`config.mk`:
```
export PLATFORM = sky130hd
export DESIGN_NAME = pll_divider_search
export DESIGN_NICKNAME = d
export VERILOG_FILES = /design/src/design/pds_pkg.sv /design/src/design/pds_quot.sv /design/src/design/pds_best.sv /design/src/design/pll_divider_search.sv
export SDC_FILE = /design/constraint.sdc
export NUM_CORES = 2
export LEC_CHECK = 0
export BUFFER_PORTS_ARGS = -buffer_cell sky130_fd_sc_hd__buf_2
export CORE_UTILIZATION = 45
export DETAILED_ROUTE_END_ITERATION = 12
export PLACE_DENSITY = 0.71
export SETUP_SLACK_MARGIN = 0.4
export SLEW_MARGIN = 5
export SYNTH_ARGS = -nofsm -noshare
export SYNTH_HDL_FRONTEND = slang
export SYNTH_SLANG_ARGS = --single-unit
```
`constraint.sdc`:
```
create_clock -name clk -period 8 [get_ports clk]
set_input_delay 2 -clock clk [delete_from_list [all_inputs] [get_ports clk]]
set_output_delay 2 -clock clk [all_outputs]
set_load 0.02 [all_outputs]
```
`src/design/pds_pkg.sv`:
```
`timescale 1ns / 1ps
// ----------------------------------------------------------------------------
// PLL divider search package
// Shared constants, types and lookup functions for the multiplier and
// post-divider search.
// ----------------------------------------------------------------------------
package pds_pkg;

  // Search ranges and control word layout.
  localparam int unsigned M_FIRST       = 62;
  localparam int unsigned M_LAST        = 92;
  localparam int unsigned P_FIRST       = 2;
  localparam int unsigned P_LAST        = 6;
  localparam int unsigned CTRL_BIT_BASE = 15;

  // Field widths.
  localparam int unsigned REF_W    = 17;
  localparam int unsigned RATE_W   = 16;
  localparam int unsigned M_W      = 7;
  localparam int unsigned P_W      = 3;
  localparam int unsigned FREQ_W   = 24;
  localparam int unsigned TARGET_W = 26;
  localparam int unsigned CTRL_W   = 22;
  localparam int unsigned DIV_W    = 9;
  localparam int unsigned CFG_IDX_W = 2;

  // Reset values of the configuration registers.
  localparam logic [REF_W-1:0]  REF_CLOCK_RST = REF_W'(25000);
  localparam logic [RATE_W-1:0] MIN_RATE_RST  = RATE_W'(300);
  localparam logic [RATE_W-1:0] MAX_RATE_RST  = RATE_W'(1150);

  // Configuration register indexes.
  localparam logic [CFG_IDX_W-1:0] REG_REF_CLOCK = 2'd0;
  localparam logic [CFG_IDX_W-1:0] REG_MIN_RATE  = 2'd1;
  localparam logic [CFG_IDX_W-1:0] REG_MAX_RATE  = 2'd2;

  // Status codes.
  localparam logic STATUS_OK        = 1'b0;
  localparam logic STATUS_OUT_RANGE = 1'b1;

  // Reciprocal division: floor(x / d) == (x * ceil(2^S / d)) >> S for
  // every 24-bit x and every d in 2..6 once S is 27.
  localparam int unsigned RECIP_SHIFT = 27;
  localparam int unsigned RECIP_W     = 27;
  localparam logic [RECIP_W-1:0] RECIP2 = RECIP_W'((2**RECIP_SHIFT + 1) / 2);
  localparam logic [RECIP_W-1:0] RECIP3 = RECIP_W'((2**RECIP_SHIFT + 2) / 3);
  localparam logic [RECIP_W-1:0] RECIP4 = RECIP_W'((2**RECIP_SHIFT + 3) / 4);
  localparam logic [RECIP_W-1:0] RECIP5 = RECIP_W'((2**RECIP_SHIFT + 4) / 5);
  localparam logic [RECIP_W-1:0] RECIP6 = RECIP_W'((2**RECIP_SHIFT + 5) / 6);

  localparam logic [FREQ_W-1:0] ERR_MAX = {FREQ_W{1'b1}};

  // Sequencer states.
  typedef enum logic [1:0] {
    ST_IDLE,
    ST_SEARCH,
    ST_FINISH
  } state_t;

  // One candidate frequency leaving the divide unit.
  typedef struct packed {
    logic              valid;
    logic [M_W-1:0]    m;
    logic [P_W-1:0]    p;
    logic [FREQ_W-1:0] freq;
  } cand_t;

  // Best pair found so far.
  typedef struct packed {
    logic                exact;
    logic [M_W-1:0]      m;
    logic [P_W-1:0]      p;
    logic [TARGET_W-1:0] err;
  } best_t;

  // Reciprocal constant for a post divider.
  function automatic logic [RECIP_W-1:0] recip(input logic [P_W-1:0] p);
    logic [RECIP_W-1:0] r;
    case (p)
      3'd2:    r = RECIP2;
      3'd3:    r = RECIP3;
      3'd4:    r = RECIP4;
      3'd5:    r = RECIP5;
      3'd6:    r = RECIP6;
      default: r = '0;
    endcase
    return r;
  endfunction

  // LFSR seed for multiplier index m - 62.
  function automatic logic [DIV_W-1:0] seed(input logic [4:0] idx);
    logic [DIV_W-1:0] s;
    case (idx)
      5'd0:    s = 9'd426;
      5'd1:    s = 9'd469;
      5'd2:    s = 9'd234;
      5'd3:    s = 9'd373;
      5'd4:    s = 9'd442;
      5'd5:    s = 9'd221;
      5'd6:    s = 9'd110;
      5'd7:    s = 9'd311;
      5'd8:    s = 9'd411;
      5'd9:    s = 9'd461;
      5'd10:   s = 9'd486;
      5'd11:   s = 9'd243;
      5'd12:   s = 9'd377;
      5'd13:   s = 9'd188;
      5'd14:   s = 9'd350;
      5'd15:   s = 9'd175;
      5'd16:   s = 9'd343;
      5'd17:   s = 9'd427;
      5'd18:   s = 9'd213;
      5'd19:   s = 9'd106;
      5'd20:   s = 9'd53;
      5'd21:   s = 9'd282;
      5'd22:   s = 9'd397;
      5'd23:   s = 9'd354;
      5'd24:   s = 9'd227;
      5'd25:   s = 9'd113;
      5'd26:   s = 9'd56;
      5'd27:   s = 9'd284;
      5'd28:   s = 9'd142;
      5'd29:   s = 9'd71;
      5'd30:   s = 9'd35;
      default: s = '0;
    endcase
    return s;
  endfunction

endpackage

```
`src/design/pds_quot.sv`:
```
`timescale 1ns / 1ps
// ----------------------------------------------------------------------------
// PLL divider search divide unit
// Shared reciprocal multiplier that turns m * ref into (m * ref) / p for one
// candidate pair per cycle, registered.
// ----------------------------------------------------------------------------
module pds_quot (
  input  logic                    clk,
  input  logic                    rst,
  input  logic                    issue,
  input  logic [pds_pkg::FREQ_W-1:0] prod,
  input  logic [pds_pkg::M_W-1:0] m,
  input  logic [pds_pkg::P_W-1:0] p,
  output pds_pkg::cand_t          cand
);
  import pds_pkg::*;

  localparam int unsigned MUL_W = FREQ_W + RECIP_W;

  logic [MUL_W-1:0] mul;

  // Multiply by the reciprocal of p; the top bits are the exact quotient.
  assign mul = MUL_W'(prod) * MUL_W'(recip(p));

  // Valid is control state; the payload follows it.
  always_ff @(posedge clk) begin
    if (rst) begin
      cand.valid <= 1'b0;
    end else begin
      cand.valid <= issue;
    end
  end

  always_ff @(posedge clk) begin
    if (issue) begin
      cand.m    <= m;
      cand.p    <= p;
      cand.freq <= mul[MUL_W-1:RECIP_SHIFT];
    end
  end

endmodule

```
`src/design/pds_best.sv`:
```
`timescale 1ns / 1ps
// ----------------------------------------------------------------------------
// PLL divider search best-pair tracker
// Forms the absolute error of each candidate against the target and keeps the
// first pair with strictly smaller error, latching on an exact match.
// ----------------------------------------------------------------------------
module pds_best (
  input  logic                         clk,
  input  logic                         rst,
  input  logic                         clear,
  input  logic [pds_pkg::TARGET_W-1:0] target,
  input  pds_pkg::cand_t               cand,
  output pds_pkg::best_t               best
);
  import pds_pkg::*;

  logic                have;
  logic [TARGET_W-1:0] freq_ext;
  logic [TARGET_W-1:0] err;
  logic                take;

  // Absolute error of the incoming candidate.
  assign freq_ext = TARGET_W'(cand.freq);
  assign err      = (freq_ext > target) ? (freq_ext - target) : (target - freq_ext);

  // Candidates after an exact match are dropped.
  assign take = cand.valid && !best.exact &&
                ((err == '0) || !have || (err < best.err));

  // Control flags.
  always_ff @(posedge clk) begin
    if (rst || clear) begin
      have       <= 1'b0;
      best.exact <= 1'b0;
    end else if (cand.valid && !best.exact) begin
      have <= 1'b1;
      if (err == '0) begin
        best.exact <= 1'b1;
      end
    end
  end

  // Best pair payload.
  always_ff @(posedge clk) begin
    if (take) begin
      best.m   <= cand.m;
      best.p   <= cand.p;
      best.err <= err;
    end
  end

endmodule

```
`src/design/pll_divider_search.sv`:
```
`timescale 1ns / 1ps
// ----------------------------------------------------------------------------
// PLL divider search
// Finds the PLL multiplier and post divider closest to a requested link clock
// and returns the packed control and divider words.
// ----------------------------------------------------------------------------
// One rate is taken at a time. A rate outside the configured bounds skips the
// search and returns an error beat. Any other rate walks the pairs m = 62..92,
// p = 2..6 through one reciprocal multiplier at one pair a cycle, up to 155
// pairs in all, and ends early at the first exact match. The input stays
// stalled from acceptance until the result is loaded into the output register;
// a waiting result delays the load of the next one.
module pll_divider_search (
  input  logic                             clk,
  input  logic                             rst,
  // Configuration write channel.
  input  logic                             cfg_valid,
  output logic                             cfg_ready,
  input  logic [pds_pkg::CFG_IDX_W-1:0]    cfg_index,
  input  logic [pds_pkg::REF_W-1:0]        cfg_data,
  // Request channel.
  input  logic                             in_valid,
  output logic                             in_stall,
  input  logic [pds_pkg::RATE_W-1:0]       rate_mhz,
  // Result channel.
  output logic                             out_valid,
  input  logic                             out_stall,
  output logic                             status,
  output logic [pds_pkg::CTRL_W-1:0]       ctrl_word,
  output logic [pds_pkg::DIV_W-1:0]        div_word,
  output logic [pds_pkg::M_W-1:0]          mult,
  output logic [pds_pkg::P_W-1:0]          post_div,
  output logic [pds_pkg::FREQ_W-1:0]       freq_error_khz
);
  import pds_pkg::*;

  state_t state, state_next;

  logic [REF_W-1:0]    ref_clock_khz;
  logic [RATE_W-1:0]   min_rate_mhz;
  logic [RATE_W-1:0]   max_rate_mhz;

  logic [TARGET_W-1:0] target;
  logic                range_err;
  logic [FREQ_W-1:0]   prod;
  logic [M_W-1:0]      m;
  logic [P_W-1:0]      p;
  logic                issue_done;

  logic                accept;
  logic                issue;
  logic                load;
  logic                out_range;

  cand_t               cand;
  best_t               best;

  // Configuration registers; writes must arrive only while idle (the user's duty, not checked by the block).
  assign cfg_ready = 1'b1;

  always_ff @(posedge clk) begin
    if (rst) begin
      ref_clock_khz <= REF_CLOCK_RST;
      min_rate_mhz  <= MIN_RATE_RST;
      max_rate_mhz  <= MAX_RATE_RST;
    end else if (cfg_valid && cfg_ready) begin
      case (cfg_index)
        REG_REF_CLOCK: ref_clock_khz <= cfg_data;
        REG_MIN_RATE:  min_rate_mhz  <= cfg_data[RATE_W-1:0];
        REG_MAX_RATE:  max_rate_mhz  <= cfg_data[RATE_W-1:0];
        default: ;
      endcase
    end
  end

  assign out_range = (rate_mhz < min_rate_mhz) || (rate_mhz > max_rate_mhz);

  // Sequencer state register.
  always_ff @(posedge clk) begin
    if (rst) begin
      state <= ST_IDLE;
    end else begin
      state <= state_next;
    end
  end

  // Next state and control strobes.
  always_comb begin
    state_next = state;
    accept     = 1'b0;
    issue      = 1'b0;
    load       = 1'b0;
    in_stall   = 1'b1;
    case (state)
      ST_IDLE: begin
        in_stall = 1'b0;
        accept   = in_valid;
        if (in_valid) begin
          state_next = out_range ? ST_FINISH : ST_SEARCH;
        end
      end
      ST_SEARCH: begin
        issue = !issue_done && !best.exact;
        if (best.exact || (issue_done && !cand.valid)) begin
          state_next = ST_FINISH;
        end
      end
      ST_FINISH: begin
        load = !out_valid || !out_stall;
        if (load) begin
          state_next = ST_IDLE;
        end
      end
      default: state_next = ST_IDLE;
    endcase
  end

  // Pair counters and running product m * ref.
  always_ff @(posedge clk) begin
    if (rst) begin
      issue_done <= 1'b0;
    end else if (accept) begin
      issue_done <= 1'b0;
    end else if (issue && (p == P_W'(P_LAST)) && (m == M_W'(M_LAST))) begin
      issue_done <= 1'b1;
    end
  end

  always_ff @(posedge clk) begin
    if (accept) begin
      target    <= TARGET_W'(rate_mhz) * TARGET_W'(1000);
      range_err <= out_range;
      m         <= M_W'(M_FIRST);
      p         <= P_W'(P_FIRST);
      prod      <= (FREQ_W'(ref_clock_khz) << 6) - (FREQ_W'(ref_clock_khz) << 1);
    end else if (issue) begin
      if (p == P_W'(P_LAST)) begin
        p    <= P_W'(P_FIRST);
        m    <= m + M_W'(1);
        prod <= prod + FREQ_W'(ref_clock_khz);
      end else begin
        p <= p + P_W'(1);
      end
    end
  end

  // Shared divide unit and best-pair tracker.
  pds_quot u_quot (
    .clk  (clk),
    .rst  (rst),
    .issue(issue),
    .prod (prod),
    .m    (m),
    .p    (p),
    .cand (cand)
  );

  pds_best u_best (
    .clk   (clk),
    .rst   (rst),
    .clear (accept),
    .target(target),
    .cand  (cand),
    .best  (best)
  );

  // Result register; a beat leaves when the far side does not stall.
  always_ff @(posedge clk) begin
    if (rst) begin
      out_valid <= 1'b0;
    end else if (load) begin
      out_valid <= 1'b1;
    end else if (out_valid && !out_stall) begin
      out_valid <= 1'b0;
    end
  end

  always_ff @(posedge clk) begin
    if (load) begin
      if (range_err) begin
        status         <= STATUS_OUT_RANGE;
        ctrl_word      <= '0;
        div_word       <= '0;
        mult           <= '0;
        post_div       <= '0;
        freq_error_khz <= '0;
      end else begin
        status         <= STATUS_OK;
        ctrl_word      <= CTRL_W'(1) << (5'(CTRL_BIT_BASE) + 5'(best.p));
        div_word       <= seed(5'(best.m - M_W'(M_FIRST)));
        mult           <= best.m;
        post_div       <= best.p;
        freq_error_khz <= (|best.err[TARGET_W-1:FREQ_W]) ? ERR_MAX
                                                          : best.err[FREQ_W-1:0];
      end
    end
  end

endmodule

```
### Word-level counts from Yosys, hierarchy flattened

Memories as Yosys holds them, arrays and structs flattened. A register that Yosys moved wholly into a read port is not among the register bits.
Cells that the tools add are included.
Widths: inputs -> output; s select.

* bits in registers: 241
* ROM bits: 288
* input bits: 40
* output and inout port bits: 69
* word-level logic and storage cells: 107
* memories kept: 1

* $add $sub $neg: 8
* multiply operators: 2
* $lt $le $gt $ge: 4
* eq/ne operators: 13
* shift operators: 1
* multiplexer cells: 19
* reductions and logical operators: 34

Memory list
* (name not given): words 32, width 9, read ports 1, clocked after Yosys merged registers in 1, wr ports 0, line pds_pkg.sv:93 `case (idx)`

Operators with widths (count)
* $pmux 27 s5: 1
* $mux 24: 4
* $mul 24x27->51: 1
* $gt 24x26->1: 1
* $logic_not 26->1: 1
* $lt 26x26->1: 1
* $mux 26: 1
* $sub 24x26->26: 1
* $sub 26x24->26: 1
* $add 24x17->24: 1
* $sub 23x18->24: 1
* $mul 16x7->23 const B: 1
* $shl 1x5->22 const A: 1
* $gt 16x16->1: 1
* $lt 16x16->1: 1
* $reduce_and 2->1: 6
* $eq 3x3->1 const B: 3
* $mux 2: 4
* $add 7x1->7 const B: 1
* $eq 7x7->1 const B: 1
* $logic_and 1x1->1: 7
* $mux 1: 7
* $eq 3x2->1 const B: 2
* $logic_not 1->1: 6
* 13 further kinds: 26

### Depth between registers and ports, before layout

* depth in word-level cells: 6
* gate-level depth with buffers: 35
* mapped depth without buffers: 33

### Modules after synthesis

From an unflattened synthesis, not the netlist that was laid out.

* cell total of the unflattened synthesis: 3293
* area total of the unflattened synthesis: 30928.4 µm²

Modules (own cells, without submodules)
* pds_quot: instances 1, cells each 1412, area an instance 13800.7 µm², sequential area each 1041.0 µm²
* pll_divider_search: instances 1, cells each 1270, area an instance 12157.9 µm², sequential area each 4684.5 µm²
* pds_best: instances 1, cells each 611, area an instance 4969.8 µm², sequential area each 1121.1 µm²

### Least setup slack after synthesis

Ideal clock, no wire load.

* kind: register to register
* start point: register p[0]
* end point: register u_quot.cand[12] (netlist name)
* library setup time: 0.258 ns
* arrival time: 8.281 ns
* data required time: 7.742 ns
* path slack: -0.539 ns
* cell stages (with the launch flop): 32
* path buffers: 2
* period minus slack after synthesis: 8.539 ns
* cell sequence: dfxtp_1 -> inv_1 -> ha_1 -> or4b_1 -> o311a_1 -> clkbuf_1 -> clkbuf_1 -> nand2_1 -> fa_1 -> inv_1 -> fa_1 -> fa_1 -> inv_1 -> fa_1 -> inv_1 -> fa_1 -> fa_1 -> inv_1 -> fa_1 -> inv_1 -> ha_1 -> a21oi_1 -> o21ai_0 -> a221oi_1 -> o211ai_1 -> o41ai_2 -> o22ai_1 -> a211o_1 -> a31o_2 -> a21o_1 -> a21oi_1 -> xnor2_1

* cells in the longest elaborated chain, start to end: 3
* elaborated cells on any way between the ends: 7
* those cells by class: 1 x mul; 5 x eq/ne; 1 x mux

Ends and longest elaborated chain
* start, declared: line pll_divider_search.sv:47 `logic [P_W-1:0] p;`
* start signal, assigned: line pll_divider_search.sv:134 `p <= P_W'(P_FIRST);`
* start signal, assigned: line pll_divider_search.sv:138 `p <= P_W'(P_FIRST);`
* start signal, assigned: line pll_divider_search.sv:142 `p <= p + P_W'(1);`
* $eq 3x3->1 / $eq 3x2->1 (equally long branches): line pds_pkg.sv:79 `case (p)`
* $pmux 27 s5 (*): line pds_pkg.sv:79
* $mul 24x27->51 (*): line pds_quot.sv:23 `assign mul = MUL_W'(prod) * MUL_W'(recip(p));`
* named net u_quot.mul[39]: line pds_quot.sv:20 `logic [MUL_W-1:0] mul;`

Mark *: on every way through the listed nets, which the timed path passes. The rest lies on a longest branch.
A chain may end at the register's enable or synchronous reset.

### Worst setup path in the final report

* start point: register p[0]
* end point: register u_quot.cand[12] (netlist name)

* cells in the longest elaborated chain, start to end: 3
* elaborated cells on any way between the ends: 7
* those cells by class: 1 x mul; 5 x eq/ne; 1 x mux

Ends and longest elaborated chain (line)
* $eq 3x3->1 / $eq 3x2->1 (equally long branches): pds_pkg.sv:79
* $pmux 27 s5 (*): pds_pkg.sv:79
* $mul 24x27->51 (*): pds_quot.sv:23
* named net u_quot.mul[39]: pds_quot.sv:20

Marked as above.

==> results by group <==
Hold path
  • Worst hold path class: flop to flop

Cells and area
  • Area added between synthesis and finish: 16.4%
  • Fin cells: 4258
  • ANT cells: 0
  • Share of layout cells above drive strength 1: between 10% and 20%
  • Nets: 4171

Yosys
  • Async SR Flop Fraction: 0%
  • Post-synthesis cell count: 3054
  • Synthesized area: 29400 µm²
  • Post-synth EDFFs: 184
  • Main flop type after synthesis: edfxtp_1
  • Library cells used by synthesis: 79
  • Warnings from Yosys: 0
  • Sequential share of the synthesized area: 23.3%
  • Seq cells post-synth: 250
  • Mapped Avg Cell Area: 9.64 µm²

Detailed routing
  • Router iterations before antenna repair: 5
  • Routed Antenna Nets: 0
  • Routed wire per std cell: around 17 µm
  • Starting DRT DRC Count: 1462
  • Vias: 21700
  • Total routed wirelength: 72.9 mm
  • DRC: 0
  • Routed vias/inst: between 5 and 6

STA
  • Achievable Freq: 0.120 GHz
  • Period utilization: 104%
  • Sum Neg Setup Slack: -2600 ps
  • RSZ-0062 raised after global routing: true
  • Post-layout min period: 8320 ps
  • Final setup fails: 15
  • Slew @ Worst Pin: around 1300 ps
  • Max-slew violation count: 0
  • Max_slew headroom: between 15 and 20%
  • Final hold violation count: 0
  • Setup slack after layout: -318 ps
  • Final hold slack: 418 ps
  • Layout Skew: approximately 22 ps

Clock network
  • Clock sink total: 250
  • Clock latency on the worst-skew pair: 590 ps
  • Clock tree buffer depth: 3
  • H-tree Lvls: 1
  • Clock root cell: clkbuf_16
  • Total CTS buffers: 28
  • CTS tree: yes
  • Clock-pin slew on the worst setup and hold paths: 70 ps

Setup path
  • Bufs and invs on worst path: 10
  • Max incr delay on CP: approximately 600 ps
  • R2R setup slack: -320 ps
  • Slowest cell on the critical path: fa_2
  • CP most frequent cell: fa_1
  • Worst setup SP type: flop
  • Worst Path Arrival: 8650 ps
  • Crit path max-delay family: adder cells
  • CP Max Fanout: 5
  • Critical Path RT: 8330 ps
  • CP endpoint kind: flop
  • Crit Path Class: flop to flop

Power and ir drop
  • Leakage: roughly 17 nW
  • Tot Pwr: between 10 and 15 mW
  • Peak VDD IR: ~0.00029 V
  • P per Cell Area: 368 nW/µm²

Placed design
  • GPL Wtd Cong: 0.960
  • Detailed Place HPWL: roughly 61 mm
  • Placed cell count: 4187
  • Port Buffers: 107

Floorplan
  • Num rows: 93
  • Boundary Pins: 109
  • Die area: roughly 66000 µm²
  • CORE AREA: about 65000 µm²
  • Initial Utilization: 45.6%
  • Die width: 258 µm
  • Die height: 258 µm

Global routing
  • Initial antenna violation count: 1
  • GR Overflow Total: 0
  • Largest net degree at the start of global routing: 67
  • GRT Overall Usage: 22.2%
  • Number of global-route vias before repair: 22200
  • First-pass GRT wire length: 116 mm

Outcome
  • Outcome: finished with violations
  • Failing checks: negative setup slack

Job
  • Max-cap violations: 0
==> layout make-up <==
class	count	area (µm²)
Fill cell	5766	30300
Multi-Input combinational cell	2066	20400
Sequential cell	250	6850
Timing Repair Buffer	366	2560
Inverter	669	2510
Tap cell	855	1070
Clock buffer	35	757
Clock inverter	17	140
==> Yosys cell counts, drive strengths merged (13+ instances only) <==
library cell / number / area, µm²
a31oi: 33 / 206
nand2b: 36 / 225
a21oi: 167 / 840
nand2: 254 / 953
a211oi: 24 / 180
o21ai: 81 / 405
dfxtp: 66 / 1320
nor2b: 52 / 325
nor3: 42 / 210
nand4: 21 / 131
clkbuf: 63 / 238
a211o: 19 / 166
nand3: 36 / 180
nor2: 148 / 556
xnor2: 76 / 666
buf: 13 / 73.8
edfxtp: 184 / 5530
ha: 376 / 4700
and2: 42 / 263
xor2: 50 / 438
inv: 667 / 2500
a21o: 51 / 383
and3: 17 / 106
fa: 374 / 7490
==> flip-flops by register name, summed over array words and instances (netlist names), 2 cells and up <==
| signal | flops |
|---|---|
| u_best.best | 37 |
| u_quot.cand | 35 |
| freq_error_khz | 24 |
| prod | 24 |
| target | 23 |
| ctrl_word | 22 |
| ref_clock_khz | 17 |
| max_rate_mhz | 16 |
| min_rate_mhz | 16 |
| div_word | 9 |
| m | 7 |
| mult | 7 |
| p | 3 |
| post_div | 3 |
| state | 2 |
==> what timing repair did <==
| action | CTS | global route |
|---|---|---|
| resized for setup | 49 | 61 |
| endpoints found under the setup margin | 23 | 24 |
| buffers inserted | 9 | 8 |
| hold buffers | 0 | 0 |
| gates cloned | 2 | 0 |
| pin swaps | 30 | 52 |
==> cell families (layout without fill, tap and decap cells) <==
group	after synthesis	count (layout)	share of synthesized area, %
and+or+nand+nor	689	689	11.1
xor gates and xnor gates	126	126	3.75
other	2	7	0.0255
muxes	16	16	0.604
AOI/OAI and AO/OA	476	478	10.3
adders and majority gates	750	750	41.4
buffers and inverters	745	1087	9.59
DFF	250	250	23.3
==> power by group <==
part	internal [mW]	switching [mW]
clock	0.684	0.569
sequential	1.84	0.144
combinational	4.18	5.19
==> path summary, 6_finish.rpt <==
check                                      from         endpoint  depth (start not counted)
worst max-delay path                       p[0]  u_quot.cand[12]                         33
worst max register to register             p[0]  u_quot.cand[12]                         33
worst min-delay path            u_quot.cand[30]  u_best.best[32]                          0
worst min register to register  u_quot.cand[30]  u_best.best[32]                          0
==> routing by layer <==
| metal | vias to the layer above | part of all wire (%) | track usage (%) |
|---|---|---|---|
| met2 | 469 | 46 | 36.1 |
| met3 | 121 | 5.7 | 4.52 |
| met5 | - | 0.0096 | 0 |
| li1 | 10600 | - | - |
| met1 | 10500 | 45 | 29.9 |
| met4 | 2 | 3.0 | 6.23 |
==> metrics by stage <==
step                setup slack, ps  utilization [%]  cell area (µm²)
CTS                            -340             52.7            34000
finish                         -318             53.1            34300
floorplan                      11.0                -            29700
global route                   -584             53.1            34300
detailed placement             -791             50.8            32800
global placement               -709             50.8            32800
==> placed cells by master (no fill, tap or decap), types with 8 or more instances in the layout <==
cell and n:
a21o_1 51, nor2b_1 52, dfxtp_1 64, a211oi_1 24, nand2_2 8, o21ai_1 9, fa_2 27, and3_1 16
nand2_1 244, o21a_1 12, nand2b_1 36, edfxtp_1 184, o21ai_0 72, a21oi_2 11, xor2_1 48, and2_1 37
o21bai_1 10, ha_4 16, xnor2_1 73, a211o_1 19, a31oi_1 33, o211ai_1 12, nor2_1 143, nor3_1 41
mux2i_1 11, buf_2 107, nand3_1 33, nand4_1 21, fa_1 347, nand3b_1 9, inv_2 38, ha_1 359
a21oi_1 155, buf_6 8, o31ai_1 8, buf_4 247, inv_1 628, clkbuf_16 28
==> worst register-to-register path: cells and delay by family (launching register included) <==
kind                     cells  cell delay [ps]
adder cells (fa/ha/maj)      9             3780
buffers and inverters       10             1080
flip-flops                   1              390
XOR/XNOR                     1               70
AND/OR/NAND/NOR              5             1100
AO/OA/AOI/OAI                8             1620
No activity file was read; power rests on OpenSTA's default activity.
